[config.mk]
export PLATFORM = sky130hd
export DESIGN_NAME = serial_command_parser_flat
export DESIGN_NICKNAME = d
export VERILOG_FILES = /design/src/rtl/scp_pkg.sv /design/src/rtl/scp_cmd_if.sv /design/src/rtl/scp_rsp_if.sv /design/src/rtl/scp_step.sv /design/src/rtl/serial_command_parser.sv /design/src/flat_wrapper.sv
export SDC_FILE = /design/constraint.sdc
export NUM_CORES = 1
export LEC_CHECK = 0
export BUFFER_PORTS_ARGS = -buffer_cell sky130_fd_sc_hd__buf_2
export CAP_MARGIN = 20
export CORE_MARGIN = 1.5
export CORE_UTILIZATION = 40
export DETAILED_ROUTE_END_ITERATION = 6
export PLACE_DENSITY = 0.69
export SYNTH_ARGS = -nofsm -noshare
export SYNTH_HDL_FRONTEND = slang
export SYNTH_HIERARCHICAL = 1
export SYNTH_SLANG_ARGS = --single-unit
[constraint.sdc]
create_clock -name clk -period 2.9 [get_ports clk]
set_input_delay 0.29 -clock clk [delete_from_list [all_inputs] [get_ports clk]]
set_output_delay 0.29 -clock clk [all_outputs]
set_load 0.05 [all_outputs]
[src/rtl/scp_pkg.sv]
package scp_pkg;

    // parser states
    typedef enum logic [2:0] {
        ST_IDLE = 3'd0,
        ST_AUTO = 3'd1,
        ST_MODE = 3'd2,
        ST_RUM0 = 3'd3,
        ST_RUM1 = 3'd4,
        ST_RUM2 = 3'd5
    } parse_state_t;

    // item kinds
    localparam logic KIND_BYTE = 1'b0;
    localparam logic KIND_TICK = 1'b1;

    // ascii codes
    localparam logic [7:0] CH_NL    = 8'h0A;
    localparam logic [7:0] CH_0     = 8'h30;
    localparam logic [7:0] CH_1     = 8'h31;
    localparam logic [7:0] CH_2     = 8'h32;
    localparam logic [7:0] CH_9     = 8'h39;
    localparam logic [7:0] CH_A_UP  = 8'h41;
    localparam logic [7:0] CH_F_UP  = 8'h46;
    localparam logic [7:0] CH_M_UP  = 8'h4D;
    localparam logic [7:0] CH_P_UP  = 8'h50;
    localparam logic [7:0] CH_R_UP  = 8'h52;
    localparam logic [7:0] CH_V_UP  = 8'h56;
    localparam logic [7:0] CH_A_LO  = 8'h61;
    localparam logic [7:0] CH_F_LO  = 8'h66;
    localparam logic [7:0] CH_M_LO  = 8'h6D;
    localparam logic [7:0] CH_P_LO  = 8'h70;
    localparam logic [7:0] CH_R_LO  = 8'h72;
    localparam logic [7:0] CH_V_LO  = 8'h76;

    // hex value offset for letters
    localparam logic [7:0] HEX_LETTER_OFS = 8'd10;

    // architectural state of the parser
    typedef struct packed {
        parse_state_t state;
        logic         auto_flag;
        logic         analog_flag;
        logic         pressure_flag;
        logic         small_staged;
        logic [7:0]   large_staged;
        logic         small_motor;
        logic [7:0]   large_motor;
        logic         report_pending;
        logic         restart_pending;
    } scp_state_t;

    localparam scp_state_t SCP_STATE_RESET = '{
        state:           ST_IDLE,
        auto_flag:       1'b0,
        analog_flag:     1'b1,
        pressure_flag:   1'b0,
        small_staged:    1'b0,
        large_staged:    8'd0,
        small_motor:     1'b0,
        large_motor:     8'd0,
        report_pending:  1'b0,
        restart_pending: 1'b0
    };

    // tick pulses of one item
    typedef struct packed {
        logic report_now;
        logic restart_pad;
    } scp_pulse_t;

    // one ascii hex digit to its value, anything else reads as zero
    function automatic logic [3:0] hex_value(input logic [7:0] c);
        logic [7:0] v;
        begin
            v = 8'd0;
            if (c >= CH_0 && c <= CH_9)
            begin
                v = c - CH_0;
            end
            else if (c >= CH_A_UP && c <= CH_F_UP)
            begin
                v = c - CH_A_UP + HEX_LETTER_OFS;
            end
            else if (c >= CH_A_LO && c <= CH_F_LO)
            begin
                v = c - CH_A_LO + HEX_LETTER_OFS;
            end
            return v[3:0];
        end
    endfunction

endpackage

[src/rtl/scp_cmd_if.sv]
interface scp_cmd_if;
    logic       valid;
    logic       ready;
    logic       kind;
    logic [7:0] rx_byte;

    modport source (output valid, output kind, output rx_byte, input ready);
    modport sink   (input valid, input kind, input rx_byte, output ready);
endinterface

[src/rtl/scp_rsp_if.sv]
interface scp_rsp_if;
    logic       valid;
    logic       ready;
    logic       report_now;
    logic       restart_pad;
    logic       auto_report;
    logic       analog_mode;
    logic       pressure_mode;
    logic       small_motor_on;
    logic [7:0] large_motor_level;

    modport source (
        output valid, output report_now, output restart_pad, output auto_report,
        output analog_mode, output pressure_mode, output small_motor_on,
        output large_motor_level, input ready
    );
    modport sink (
        input valid, input report_now, input restart_pad, input auto_report,
        input analog_mode, input pressure_mode, input small_motor_on,
        input large_motor_level, output ready
    );
endinterface

[src/rtl/scp_step.sv]
module scp_step
    import scp_pkg::*;
(
    input  scp_state_t cur,
    input  logic       kind,
    input  logic [7:0] rx_byte,
    output scp_state_t nxt,
    output scp_pulse_t pulse
);

    logic [3:0] nibble;

    assign nibble = hex_value(rx_byte);

    // next state and tick pulses for one item
    always_comb
    begin
        nxt   = cur;
        pulse = '0;
        if (kind == KIND_TICK)
        begin
            // restart wins over report
            if (cur.restart_pending)
            begin
                nxt.auto_flag     = 1'b0;
                nxt.small_motor   = 1'b0;
                nxt.large_motor   = 8'd0;
                pulse.restart_pad = 1'b1;
            end
            else if (cur.report_pending || cur.auto_flag)
            begin
                pulse.report_now = 1'b1;
            end
            nxt.report_pending  = 1'b0;
            nxt.restart_pending = 1'b0;
        end
        else
        begin
            unique case (cur.state)
                ST_IDLE:
                begin
                    // command letter decode, either case
                    unique case (rx_byte) inside
                        CH_A_UP, CH_A_LO:
                        begin
                            nxt.state     = ST_AUTO;
                            nxt.auto_flag = 1'b0;
                        end
                        CH_M_UP, CH_M_LO:
                        begin
                            nxt.state = ST_MODE;
                        end
                        CH_P_UP, CH_P_LO:
                        begin
                            nxt.report_pending = 1'b1;
                        end
                        CH_R_UP, CH_R_LO:
                        begin
                            nxt.restart_pending = 1'b1;
                        end
                        CH_V_UP, CH_V_LO:
                        begin
                            nxt.state        = ST_RUM0;
                            nxt.small_staged = 1'b0;
                            nxt.large_staged = 8'd0;
                        end
                        default:
                        begin
                            nxt.state = ST_IDLE;
                        end
                    endcase
                end
                ST_AUTO:
                begin
                    nxt.auto_flag = (rx_byte == CH_1);
                    nxt.state     = ST_IDLE;
                end
                ST_MODE:
                begin
                    nxt.restart_pending = 1'b1;
                    nxt.analog_flag     = (rx_byte == CH_1) || (rx_byte == CH_2);
                    nxt.pressure_flag   = (rx_byte == CH_2);
                    nxt.state           = ST_IDLE;
                end
                ST_RUM0:
                begin
                    if (rx_byte == CH_NL)
                    begin
                        nxt.state = ST_IDLE;
                    end
                    else
                    begin
                        nxt.small_staged = (rx_byte == CH_1);
                        nxt.state        = ST_RUM1;
                    end
                end
                ST_RUM1:
                begin
                    if (rx_byte == CH_NL)
                    begin
                        nxt.state = ST_IDLE;
                    end
                    else
                    begin
                        nxt.large_staged = cur.large_staged | {nibble, 4'd0};
                        nxt.state        = ST_RUM2;
                    end
                end
                ST_RUM2:
                begin
                    // last digit commits both motors
                    if (rx_byte != CH_NL)
                    begin
                        nxt.large_staged = cur.large_staged | {4'd0, nibble};
                        nxt.small_motor  = cur.small_staged;
                        nxt.large_motor  = cur.large_staged | {4'd0, nibble};
                    end
                    nxt.state = ST_IDLE;
                end
                default:
                begin
                    nxt.state = ST_IDLE;
                end
            endcase
        end
    end

endmodule

[src/rtl/serial_command_parser.sv]
// Serial command parser for a game pad bridge.
// cmd channel: one item per received ascii byte (kind 0) or per end of
// poll batch tick (kind 1); rx_byte is ignored on ticks.
// rsp channel: exactly one item per cmd item, in order, carrying the tick
// pulses (report_now, restart_pad; always 0 for byte items) and the
// settings as they stand after that item.
// Data path: an accepted item is held in the input register until the
// result register is free or being taken, then its result is registered
// into the result register and offered on rsp.
// Throughput: one item per cycle unless rsp stalls; all parsing is a
// single level of next-state logic between the input register and the
// result register. A full result register waiting on the sink does not
// block cmd: one more item is taken into the input register, then
// cmd.ready drops until rsp is taken.
// Reset: parser returns to idle, auto-report off, analog on, pressure off,
// motors off, no request pending, both channels empty.
module serial_command_parser
    import scp_pkg::*;
(
    input  logic   clk,
    input  logic   rst_n,
    scp_cmd_if.sink   cmd,
    scp_rsp_if.source rsp
);

    logic       in_valid_reg;
    logic       in_kind_reg;
    logic [7:0] in_byte_reg;
    logic       advance;

    scp_state_t st_reg;
    scp_state_t st_next;
    scp_pulse_t pulse;

    logic       out_valid_reg;
    scp_pulse_t out_pulse_reg;
    scp_state_t out_st_reg;

    // handshake
    assign advance   = in_valid_reg && (!out_valid_reg || rsp.ready);
    assign cmd.ready = !in_valid_reg || advance;

    // input register
    always_ff @(posedge clk or negedge rst_n)
    begin
        if (!rst_n)
        begin
            in_valid_reg <= 1'b0;
        end
        else if (cmd.ready)
        begin
            in_valid_reg <= cmd.valid;
        end
    end

    always_ff @(posedge clk)
    begin
        if (cmd.valid && cmd.ready)
        begin
            in_kind_reg <= cmd.kind;
            in_byte_reg <= cmd.rx_byte;
        end
    end

    // parser logic
    scp_step u_step (
        .cur     (st_reg),
        .kind    (in_kind_reg),
        .rx_byte (in_byte_reg),
        .nxt     (st_next),
        .pulse   (pulse)
    );

    // parser state register
    always_ff @(posedge clk or negedge rst_n)
    begin
        if (!rst_n)
        begin
            st_reg <= SCP_STATE_RESET;
        end
        else if (advance)
        begin
            st_reg <= st_next;
        end
    end

    // result register
    always_ff @(posedge clk or negedge rst_n)
    begin
        if (!rst_n)
        begin
            out_valid_reg <= 1'b0;
        end
        else if (advance)
        begin
            out_valid_reg <= 1'b1;
        end
        else if (rsp.ready)
        begin
            out_valid_reg <= 1'b0;
        end
    end

    always_ff @(posedge clk)
    begin
        if (advance)
        begin
            out_pulse_reg <= pulse;
            out_st_reg    <= st_next;
        end
    end

    assign rsp.valid             = out_valid_reg;
    assign rsp.report_now        = out_pulse_reg.report_now;
    assign rsp.restart_pad       = out_pulse_reg.restart_pad;
    assign rsp.auto_report       = out_st_reg.auto_flag;
    assign rsp.analog_mode       = out_st_reg.analog_flag;
    assign rsp.pressure_mode     = out_st_reg.pressure_flag;
    assign rsp.small_motor_on    = out_st_reg.small_motor;
    assign rsp.large_motor_level = out_st_reg.large_motor;

    // restart and report never pulse together
    a_pulse_excl: assert property (@(posedge clk) disable iff (!rst_n)
        rsp.valid |-> !(rsp.report_now && rsp.restart_pad))
        else $error("report and restart pulsed in one item");

    // a byte item never produces a pulse
    a_byte_no_pulse: assert property (@(posedge clk) disable iff (!rst_n)
        (advance && in_kind_reg == KIND_BYTE) |=> (!rsp.report_now && !rsp.restart_pad))
        else $error("pulse on a byte item");

    // a restart leaves motors and auto-report cleared
    a_restart_clears: assert property (@(posedge clk) disable iff (!rst_n)
        (rsp.valid && rsp.restart_pad) |->
            (!rsp.auto_report && !rsp.small_motor_on && rsp.large_motor_level == 8'd0))
        else $error("restart did not clear settings");

    // pending flags are gone after any tick
    a_tick_clears_pending: assert property (@(posedge clk) disable iff (!rst_n)
        (advance && in_kind_reg == KIND_TICK) |=>
            (!st_reg.report_pending && !st_reg.restart_pending))
        else $error("pending request survived a tick");

endmodule
[src/flat_wrapper.sv]
// flat-port wrapper written by rule: the top's interface ports become plain ports
module serial_command_parser_flat import scp_pkg::*;
  (clk, rst_n, cmd_valid, cmd_kind, cmd_rx_byte, cmd_ready, rsp_valid, rsp_report_now, rsp_restart_pad, rsp_auto_report, rsp_analog_mode, rsp_pressure_mode, rsp_small_motor_on, rsp_large_motor_level, rsp_ready);
  scp_cmd_if cmd_i ();
  scp_rsp_if rsp_i ();
  input  logic clk;
  input  logic rst_n;
  input wire logic [$bits(cmd_i.valid)-1:0] cmd_valid;
  input wire logic [$bits(cmd_i.kind)-1:0] cmd_kind;
  input wire logic [$bits(cmd_i.rx_byte)-1:0] cmd_rx_byte;
  output wire logic [$bits(cmd_i.ready)-1:0] cmd_ready;
  output wire logic [$bits(rsp_i.valid)-1:0] rsp_valid;
  output wire logic [$bits(rsp_i.report_now)-1:0] rsp_report_now;
  output wire logic [$bits(rsp_i.restart_pad)-1:0] rsp_restart_pad;
  output wire logic [$bits(rsp_i.auto_report)-1:0] rsp_auto_report;
  output wire logic [$bits(rsp_i.analog_mode)-1:0] rsp_analog_mode;
  output wire logic [$bits(rsp_i.pressure_mode)-1:0] rsp_pressure_mode;
  output wire logic [$bits(rsp_i.small_motor_on)-1:0] rsp_small_motor_on;
  output wire logic [$bits(rsp_i.large_motor_level)-1:0] rsp_large_motor_level;
  input wire logic [$bits(rsp_i.ready)-1:0] rsp_ready;
  assign cmd_i.valid = cmd_valid;
  assign cmd_i.kind = cmd_kind;
  assign cmd_i.rx_byte = cmd_rx_byte;
  assign cmd_ready = cmd_i.ready;
  assign rsp_valid = rsp_i.valid;
  assign rsp_report_now = rsp_i.report_now;
  assign rsp_restart_pad = rsp_i.restart_pad;
  assign rsp_auto_report = rsp_i.auto_report;
  assign rsp_analog_mode = rsp_i.analog_mode;
  assign rsp_pressure_mode = rsp_i.pressure_mode;
  assign rsp_small_motor_on = rsp_i.small_motor_on;
  assign rsp_large_motor_level = rsp_i.large_motor_level;
  assign rsp_i.ready = rsp_ready;
  serial_command_parser u_core (.clk(clk), .rst_n(rst_n), .cmd(cmd_i), .rsp(rsp_i));
endmodule
# Word level (Yosys, flattened, before mapping)
# Index checks and enable logic that the tools add are counted.
# classes
reduce_logical	30
eq_ne	25
bitwise	3
mux	30
order_cmp	6
addsub	5
# ops
cell	count
$eq 8x7->1 const B	10
$mux 9	3
$pmux 8 s3	1
$mux 11	2
$mux 17	1
$eq 8x6->1 const B	2
$ge 8x7->1 const B	2
$le 8x7->1 const B	2
$mux 4	3
$pmux 3 s4	1
$reduce_or 2->1	6
$sub 4x1->4 const B	3
$mux 1	11
$pmux 3 s3	1
$reduce_and 3->1	3
$add 4x4->4 const B	2
$eq 8x4->1 const B	1
$ge 8x6->1 const B	1
$le 8x6->1 const B	1
$mux 8	1
$ne 2x2->1 const B	4
$ne 8x4->1 const B	1
$or 8x4->8	1
$or 8x8->8	1
other kinds (18)	35
# word_totals
output_inout_bits	16
inputBits	13
wordCells	120
reg_bits	51

# Longest topological paths before layout
# Gate-level depths: netlist of the first run.
# logic_depth
ltp_word	9
depth_mapped	8
depth_no_buf	7

# Cells and area by module
# Netlist of the first run, hierarchy kept.
# by_module_without_submodules
module	area_per_inst_um2	cells_each	instances	seq_area_each_um2
serial_command_parser	1834.3	86	1	1392.6
scp_step	822.0	128	1	0.0

# Worst setup path before layout of the first run
# Ideal clock, no wire load.
# synth_path
path_kind	reg2reg
startpoint	register u_core.in_byte_reg[0]
endpoint	register u_core/st_reg[3] (netlist bit)
required_time_ps	2775
arrival_time_ps	1952
synth_period_minus_slack_ps	2077
setup_slack_ps	823
stages_incl_launch_ff	8
path_buffers	0
cell_sequence	edfxtp_1 inv_1 ha_1 nor3b_1 a311oi_2 a32o_2 o41a_1 mux2_4
# synth_lines
item	line	text
start, declared	serial_command_parser.sv:28	logic [7:0] in_byte_reg;
start signal, assigned	serial_command_parser.sv:61	in_byte_reg <= cmd.rx_byte;
end signal, assigned	serial_command_parser.sv:83	st_reg <= st_next;
end, declared	serial_command_parser.sv:31	scp_state_t st_reg;

==> results of run 1 <==
-- metal layers --
layer / part of all wire / wire length, um / global-route usage
met1: 0.48 / 2280 / 0.195
met2: 0.44 / 2120 / 0.219
met3: 0.047 / 224 / 0.0364
met4: 0.033 / 157 / 0.0689
met5: 0 / 0 / 0
-- worst min path at each step --
stage                                      endpoint  slack, ps  depth (start not counted)
floorplan           u_core/in_valid_reg$_DFFE_PN0P_         -6                          0
CTS                    u_core/st_reg[3]$_DFFE_PN0P_         10                          1
global route           u_core/st_reg[3]$_DFFE_PN0P_         30                          1
finish                 u_core/st_reg[5]$_DFFE_PN0P_        -10                          1
global placement       u_core/st_reg[8]$_DFFE_PN0P_        350                          1
detailed placement     u_core/st_reg[3]$_DFFE_PN0P_        350                          1
-- critical path, stage by stage, from the launching register on --
cell	delay [ps]
edfxtp_1	510
inv_1	150
ha_1	240
nor3b_1	440
a21oi_1	390
a21o_1	260
o41a_1	120
mux2_4	270
-- where the power goes --
group	switching, mW	internal [mW]
clock	0.238	0.173
combinational	0.125	0.0540
sequential	0.0213	0.785
-- cells in the final DEF (no fill, tap or decap), types with 5 or more instances in the layout --
| cell type | n |
|---|---|
| edfxtp_1 | 23 |
| inv_1 | 10 |
| nand2_1 | 20 |
| o21ai_0 | 5 |
| dfrtp_1 | 27 |
| buf_2 | 28 |
| o21ai_1 | 7 |
| a22o_1 | 7 |
| a31oi_1 | 5 |
| ha_1 | 5 |
| mux2_2 | 7 |
| nor2_1 | 10 |
| mux2_4 | 19 |
| clkbuf_8 | 5 |
-- logic make-up after synthesis --
| family | after synthesis |
|---|---|
| mux | 26 |
| buf+inv | 20 |
| fa+ha+maj | 5 |
| flops | 51 |
| simple gates | 60 |
| compound gates | 52 |
-- per-stage QoR --
| step | util | area, um2 |
|---|---|---|
| 6_report | 0.461 | 2950 |
| 2_1_floorplan | - | 2660 |
| 3_5_place_dp | 0.447 | 2850 |
| 5_1_grt | 0.461 | 2950 |
| 3_3_place_gp | 0.447 | 2850 |
| 4_1_cts | 0.461 | 2950 |
-- area by class of cell --
cell class	count	area (um2)	area share
sequential	51	1390	0.473
multi-input combinational	143	1170	0.398
timing repair buffer	30	155	0.0527
tap	77	96.3	0.0327
clock buffer	5	68.8	0.0234
inverter	10	37.5	0.0127
clock inverter	3	22.5	0.00765
==> out/summary.log, run 1 <==
[synth] number of flops mapped to enable cells by yosys 23
[flow_run] reported max-cap violation count 0
[synth] mean instance size in the synthesized netlist 12.4 um2
[routing] total wirelength of the detailed-routed design 4.78 mm
[synth] cell types with the highest counts after synthesis dfrtp_1, edfxtp_1, nand2_1, mux2_4
[routing] first drt pass iteration count 4
[timing] portion of the clock cycle consumed by the worst path in the final layout 0.855
[routing] total number of vias 1738
[global_routing] via count of the first global-routing pass 1646
[final_layout] ratio of cells with drive above 1 in the final layout 0.310
[final_layout] filler instances 589
[global_routing] global-route wire length before repair 8.18 mm
[synth] Warnings, synthesis 6
[timing] unrepaired setup endpoints after global routing no
[floorplanning] core region area 6390 um2
[timing] slew at the pin closest to its max-slew limit 893 ps
[synth] Cells after Synth 214
[critical_path] Worst R2R Start u_core/in_byte_reg[0]$_DFFE_PP_
[critical_path] cells on worst reg2reg path 7
[critical_path] Setup crit end u_core/st_reg[3]$_DFFE_PN0P_
[routing] Post-route DRC 0
[clock_network] Resized Gates After CTS 0
[critical_path] kind of start point of the critical path flip-flop
[global_routing] total track usage 0.144
[global_routing] largest net degree at the start of global routing 29
[timing] hold slack -11.0 ps
[synth] parity-gate share of the synthesized area counting xor and xnor cells 0
[placed_design] DP HPWL 3.44 mm
[synth] fraction of the yosys area taken by sequential cells 0.524
[timing] normalized max-slew margin 0.405
[final_layout] area growth from synthesis to layout 10.9%
[synth] Post-synth ARST share 0.549
[synth] post-synthesis cell area 2660 um2
[critical_path] class of the most critical setup path reg2reg
[worst_hold_path] Hold Crit Class in2async
[power_and_ir_drop] total power divided by cell area 474 nW/um2
[critical_path] Critical Path End Type flip-flop
[global_routing] total overflow reported by the global router 0
[clock_network] worst skew pair latency 310 ps
[synth] dominant combinational cell family by area after synthesis compound AO/OA/AOI/OAI gates
[critical_path] required time of the critical path 3100 ps
[synth] Post-Synthesis Net Count 232
[critical_path] WP data arrival 2680 ps
[critical_path] source of the critical timing path u_core/in_byte_reg[0]$_DFFE_PP_
[floorplanning] floorplan die area 7140 um2
[synth] arithmetic-cell share of the synthesized area counting full adders, half adders and majority gates 0.0236
[final_layout] final-stage net count 259
[placed_design] post-place setup slack 470 ps
[synth] top-count cell post-synth dfrtp_1
[power_and_ir_drop] Max rail drop VDD 0.231 mV
[timing] post-route minimum period 2480 ps
[timing] final-report setup violation count 0
[clock_network] post-CTS setup buffer count 0
[clock_network] TritonCTS Sinks 51
[synth] top-area cell type share of the netlist area 0.260
[routing] Antenna Nets Post-Route 0
[synth] number of synthesized register bits 51
[power_and_ir_drop] total leakage power 1.29 nW
[synth] ranking of synthesized cells by area edfxtp_1, dfrtp_1, mux2_4
[floorplanning] count of pins on the block boundary 29
[placed_design] final RePlAce weighted congestion 0.822
[synth] number of different library cells in the post-synthesis netlist 57
[synth] multiplexer share of the synthesized area 0.137
[timing] TNS Setup 0 ps
[floorplanning] DIE HEIGHT 84.5 um
[run_status] run status finished, violations left
[clock_network] Root Driver clkbuf_8
[power_and_ir_drop] total power 1.40 mW
[clock_network] TritonCTS Buffers 5
[run_status] violations in the final reports hold timing
[floorplanning] Rows 29
[critical_path] reg2reg end u_core/st_reg[3]$_DFFE_PN0P_
[synth] biggest area consumer among synthesized cells edfxtp_1
[clock_network] CTS tree built
[synth] commonest register cell after synthesis dfrtp_1
[final_layout] Antenna diodes 0
[placed_design] Port Buffer Count 28
[routing] drt initial violations 90
[clock_network] Reg clk slew, reported paths 100 ps
[final_layout] flip-flop count of the largest register after layout 26
[timing] Slew Viols, Final 0
[placed_design] Cells after DPL 311
[clock_network] number of buffers on the longest clock path 2
[global_routing] antenna violations before repair 0
[final_layout] Layout Cells excl Fill 319
[timing] smallest setup slack after layout 420 ps
[synth] post-synthesis share of cell area spent on and, or, nand and nor gates 0.131
[clock_network] CTS H-tree depth 2
[routing] via density per instance 5.45
[timing] skew final 8.93 ps
[clock_network] number of hold buffers added after CTS 0
[timing] final count of hold timing violations 20
[floorplanning] initial cell density of the core 0.416
[timing] max frequency 403 MHz
[critical_path] FF-to-FF setup slack 420 ps
[floorplanning] die extent in x 84.5 um
[routing] Wirelength per Cell 15.0 um
[critical_path] maximum net fanout on the critical path 12
[synth] Compound-Gate Fraction of Synth Area 0.150
Power figures use the tool's default switching activity.
==> inputs of run 2 (changes only) <==
--- a/config.mk
+++ b/config.mk
@@ -8,9 +8,9 @@
 export BUFFER_PORTS_ARGS = -buffer_cell sky130_fd_sc_hd__buf_2
 export CAP_MARGIN = 20
 export CORE_MARGIN = 1.5
-export CORE_UTILIZATION = 40
+export CORE_UTILIZATION = 55
 export DETAILED_ROUTE_END_ITERATION = 6
-export PLACE_DENSITY = 0.69
+export PLACE_DENSITY = 0.86
 export SYNTH_ARGS = -nofsm -noshare
 export SYNTH_HDL_FRONTEND = slang
 export SYNTH_HIERARCHICAL = 1
==> constraint.sdc (replaced) <==
create_clock -name clk -period 3.22 [get_ports clk]
set_input_delay 0.322 -clock clk [delete_from_list [all_inputs] [get_ports clk]]
set_output_delay 0.322 -clock clk [all_outputs]
set_load 0.05 [all_outputs]
==> run 2 against run 1 <==
  * The run now ends clean
  * Global-route usage is 5.3 points higher
  * First-iteration DRC count is 73% higher
  * Worst setup slack better by 340 ps
  * Wire length is 0.10% higher
  * Flip-flop and latch count stayed put
  * Cell count is 7.2% lower
  * Register-to-register slack better by 340 ps
  * Utilization is 16 points higher
  * Largest cell class unchanged
==> out/summary.log, run 2 (synthesis gave the netlist of run 1 again) <==
[routing] Post-route DRC 0 [unchanged]
[timing] max frequency 407 MHz [+0.99%]
[critical_path] class of the most critical setup path reg2reg
[clock_network] worst skew pair latency 310 ps [about the same]
[clock_network] CTS tree built
[final_layout] filler instances 352 [-40%]
[power_and_ir_drop] total power divided by cell area 426 nW/um2 [-10%]
[final_layout] Layout Cells excl Fill 296 [-7.2%]
[clock_network] TritonCTS Buffers 5 [unchanged]
[placed_design] DP HPWL 3.42 mm [-0.38%]
[critical_path] FF-to-FF setup slack 760 ps [+340 ps]
[floorplanning] initial cell density of the core 0.566 [+0.150]
[final_layout] flip-flop count of the largest register after layout 26 [unchanged]
[floorplanning] DIE HEIGHT 72.5 um [-14%]
[placed_design] placed inst area 2830 um2 [-1.0%]
[final_layout] top library cells by usage in the layout, fill and taps aside buf_2, dfrtp_1, edfxtp_1
[critical_path] cells on worst reg2reg path 7 [unchanged]
[timing] final count of hold timing violations 0 [-100%]
[routing] Antenna Nets Post-Route 0 [unchanged]
[critical_path] Critical Path End Type flip-flop
[critical_path] maximum net fanout on the critical path 12 [unchanged]
[critical_path] WP data arrival 2660 ps [-20 ps]
[timing] smallest setup slack after layout 765 ps [+344 ps]
[routing] drt initial violations 156 [+73%]
[clock_network] TritonCTS Sinks 51 [unchanged]
[final_layout] ratio of cells with drive above 1 in the final layout 0.310 [unchanged]
[run_status] run status completed
[global_routing] global-route wire length before repair 7.76 mm [-5.1%]
[clock_network] CTS H-tree depth 2 [unchanged]
[final_layout] area growth from synthesis to layout 9.51%
[power_and_ir_drop] Max rail drop VDD 0.296 mV [+28%]
[final_layout] Sequential Area 1390 um2 [unchanged]
[critical_path] reg2reg end u_core/st_reg[3]$_DFFE_PN0P_
[clock_network] number of hold buffers added after CTS 0 [unchanged]
[floorplanning] core region area 4690 um2 [-27%]
[timing] TNS Setup 0 ps [unchanged]
[placed_design] Cells after DPL 288 [-7.4%]
[critical_path] required time of the critical path 3430 ps [+330 ps]
[clock_network] number of buffers on the longest clock path 2 [unchanged]
[final_layout] most common library cell in the layout ignoring fill and taps buf_2
[timing] portion of the clock cycle consumed by the worst path in the final layout 0.763 [-0.0926]
[timing] unrepaired setup endpoints after global routing no
[clock_network] post-CTS setup buffer count 0 [unchanged]
[critical_path] kind of start point of the critical path flip-flop
[floorplanning] count of pins on the block boundary 29 [unchanged]
[routing] total number of vias 1760 [+1.3%]
[floorplanning] die extent in x 72.5 um [-14%]
[timing] final-report setup violation count 0 [unchanged]
[routing] via density per instance 5.95 [+9.1%]
[critical_path] Worst R2R Start u_core/in_byte_reg[0]$_DFFE_PP_
[placed_design] final RePlAce weighted congestion 0.868 [+5.6%]
[timing] Slew Viols, Final 0 [unchanged]
[placed_design] post-place setup slack 775 ps [+305 ps]
[global_routing] total track usage 0.197 [+0.0526]
[timing] post-route minimum period 2460 ps [-24.4 ps]
[floorplanning] floorplan die area 5260 um2 [-26%]
[timing] slew at the pin closest to its max-slew limit 894 ps [+0.899 ps]
[power_and_ir_drop] total leakage power 1.29 nW [+0.20%]
[clock_network] Resized Gates After CTS 0 [unchanged]
[floorplanning] Rows 25 [-14%]
[routing] total wirelength of the detailed-routed design 4.79 mm [+0.10%]
[timing] skew final 8.10 ps [-0.839 ps]
[routing] Wirelength per Cell 16.2 um [+7.9%]
[global_routing] total overflow reported by the global router 0 [unchanged]
[clock_network] Reg clk slew, reported paths 90 ps [about the same]
[global_routing] via count of the first global-routing pass 1636 [-0.61%]
[global_routing] largest net degree at the start of global routing 29 [unchanged]
[clock_network] Root Driver clkbuf_8
[flow_run] reported max-cap violation count 0 [unchanged]
[global_routing] antenna violations before repair 0 [unchanged]
[timing] normalized max-slew margin 0.404 [-0.000599]
[routing] first drt pass iteration count 4 [unchanged]
[worst_hold_path] Hold Crit Class in2async
[final_layout] final-stage net count 259 [unchanged]
[final_layout] area of combinational cells with multiple inputs 1170 um2 [unchanged]
[final_layout] utilization after layout 0.620 [+0.159]
[placed_design] Port Buffer Count 28 [unchanged]
[final_layout] final design instance area without fill 2910 um2 [-1.2%]
[final_layout] Antenna diodes 0 [unchanged]
[run 2: cell types whose count changed in the layout (fill, tap and decap cells not counted)]
cell,delta
clkinvlp_4,-1
clkinv_2,+3
inv_6,-1
inv_4,-1
[run 2: routing by layer]
layer	global-route usage	up-vias	part of all wire
li1	-	857	-
met1	0.255	847	0.46
met2	0.312	47	0.48
met3	0.0528	9	0.036
met4	0.0881	0	0.026
met5	0	-	0
[run 2: worst max path at each step]
stage                                         start                            to  cells past startpoint
global placement    u_core/in_byte_reg[0]$_DFFE_PP_  u_core/st_reg[3]$_DFFE_PN0P_                      7
global route        u_core/in_byte_reg[0]$_DFFE_PP_  u_core/st_reg[6]$_DFFE_PN0P_                      6
finish              u_core/in_byte_reg[0]$_DFFE_PP_  u_core/st_reg[3]$_DFFE_PN0P_                      7
floorplan           u_core/in_byte_reg[0]$_DFFE_PP_  u_core/st_reg[3]$_DFFE_PN0P_                      7
CTS                 u_core/in_byte_reg[0]$_DFFE_PP_  u_core/st_reg[9]$_DFFE_PN0P_                      6
detailed placement  u_core/in_byte_reg[0]$_DFFE_PP_  u_core/st_reg[6]$_DFFE_PN0P_                      6
[run 2: critical path: stages, from the launching register on]
cell and delay (ps):
edfxtp_1 510, inv_1 160, ha_1 240, nor3b_1 420
a21oi_1 380, a21o_1 260, o41a_1 120, mux2_4 270
[run 2: cell type report]
cell class              count  share of cell area
well taps                  54              0.0232
clock buffers               5              0.0237
clock inverters             3             0.00516
inverters                  10              0.0129
flip-flops and latches     51               0.479
repair buffers             30              0.0533
multi-input cells         143               0.403
[run 2: metrics by stage]
stage	total power [mW]	hold WS, ps
2_1_floorplan	0.861	26.4
3_3_place_gp	0.897	374
3_5_place_dp	0.902	378
4_1_cts	1.25	35.0
5_1_grt	1.28	68.8
6_report	1.24	13.3
[run 2: power breakdown]
group / total (mW) / switching [mW] / internal (mW) / leakage (nW)
Combinational: 0.162 / 0.113 / 0.0485 / 0.636
Clock: 0.352 / 0.203 / 0.149 / 0.0477
Sequential: 0.725 / 0.0189 / 0.707 / 0.607
Total: 1.24 / 0.335 / 0.904 / 1.29
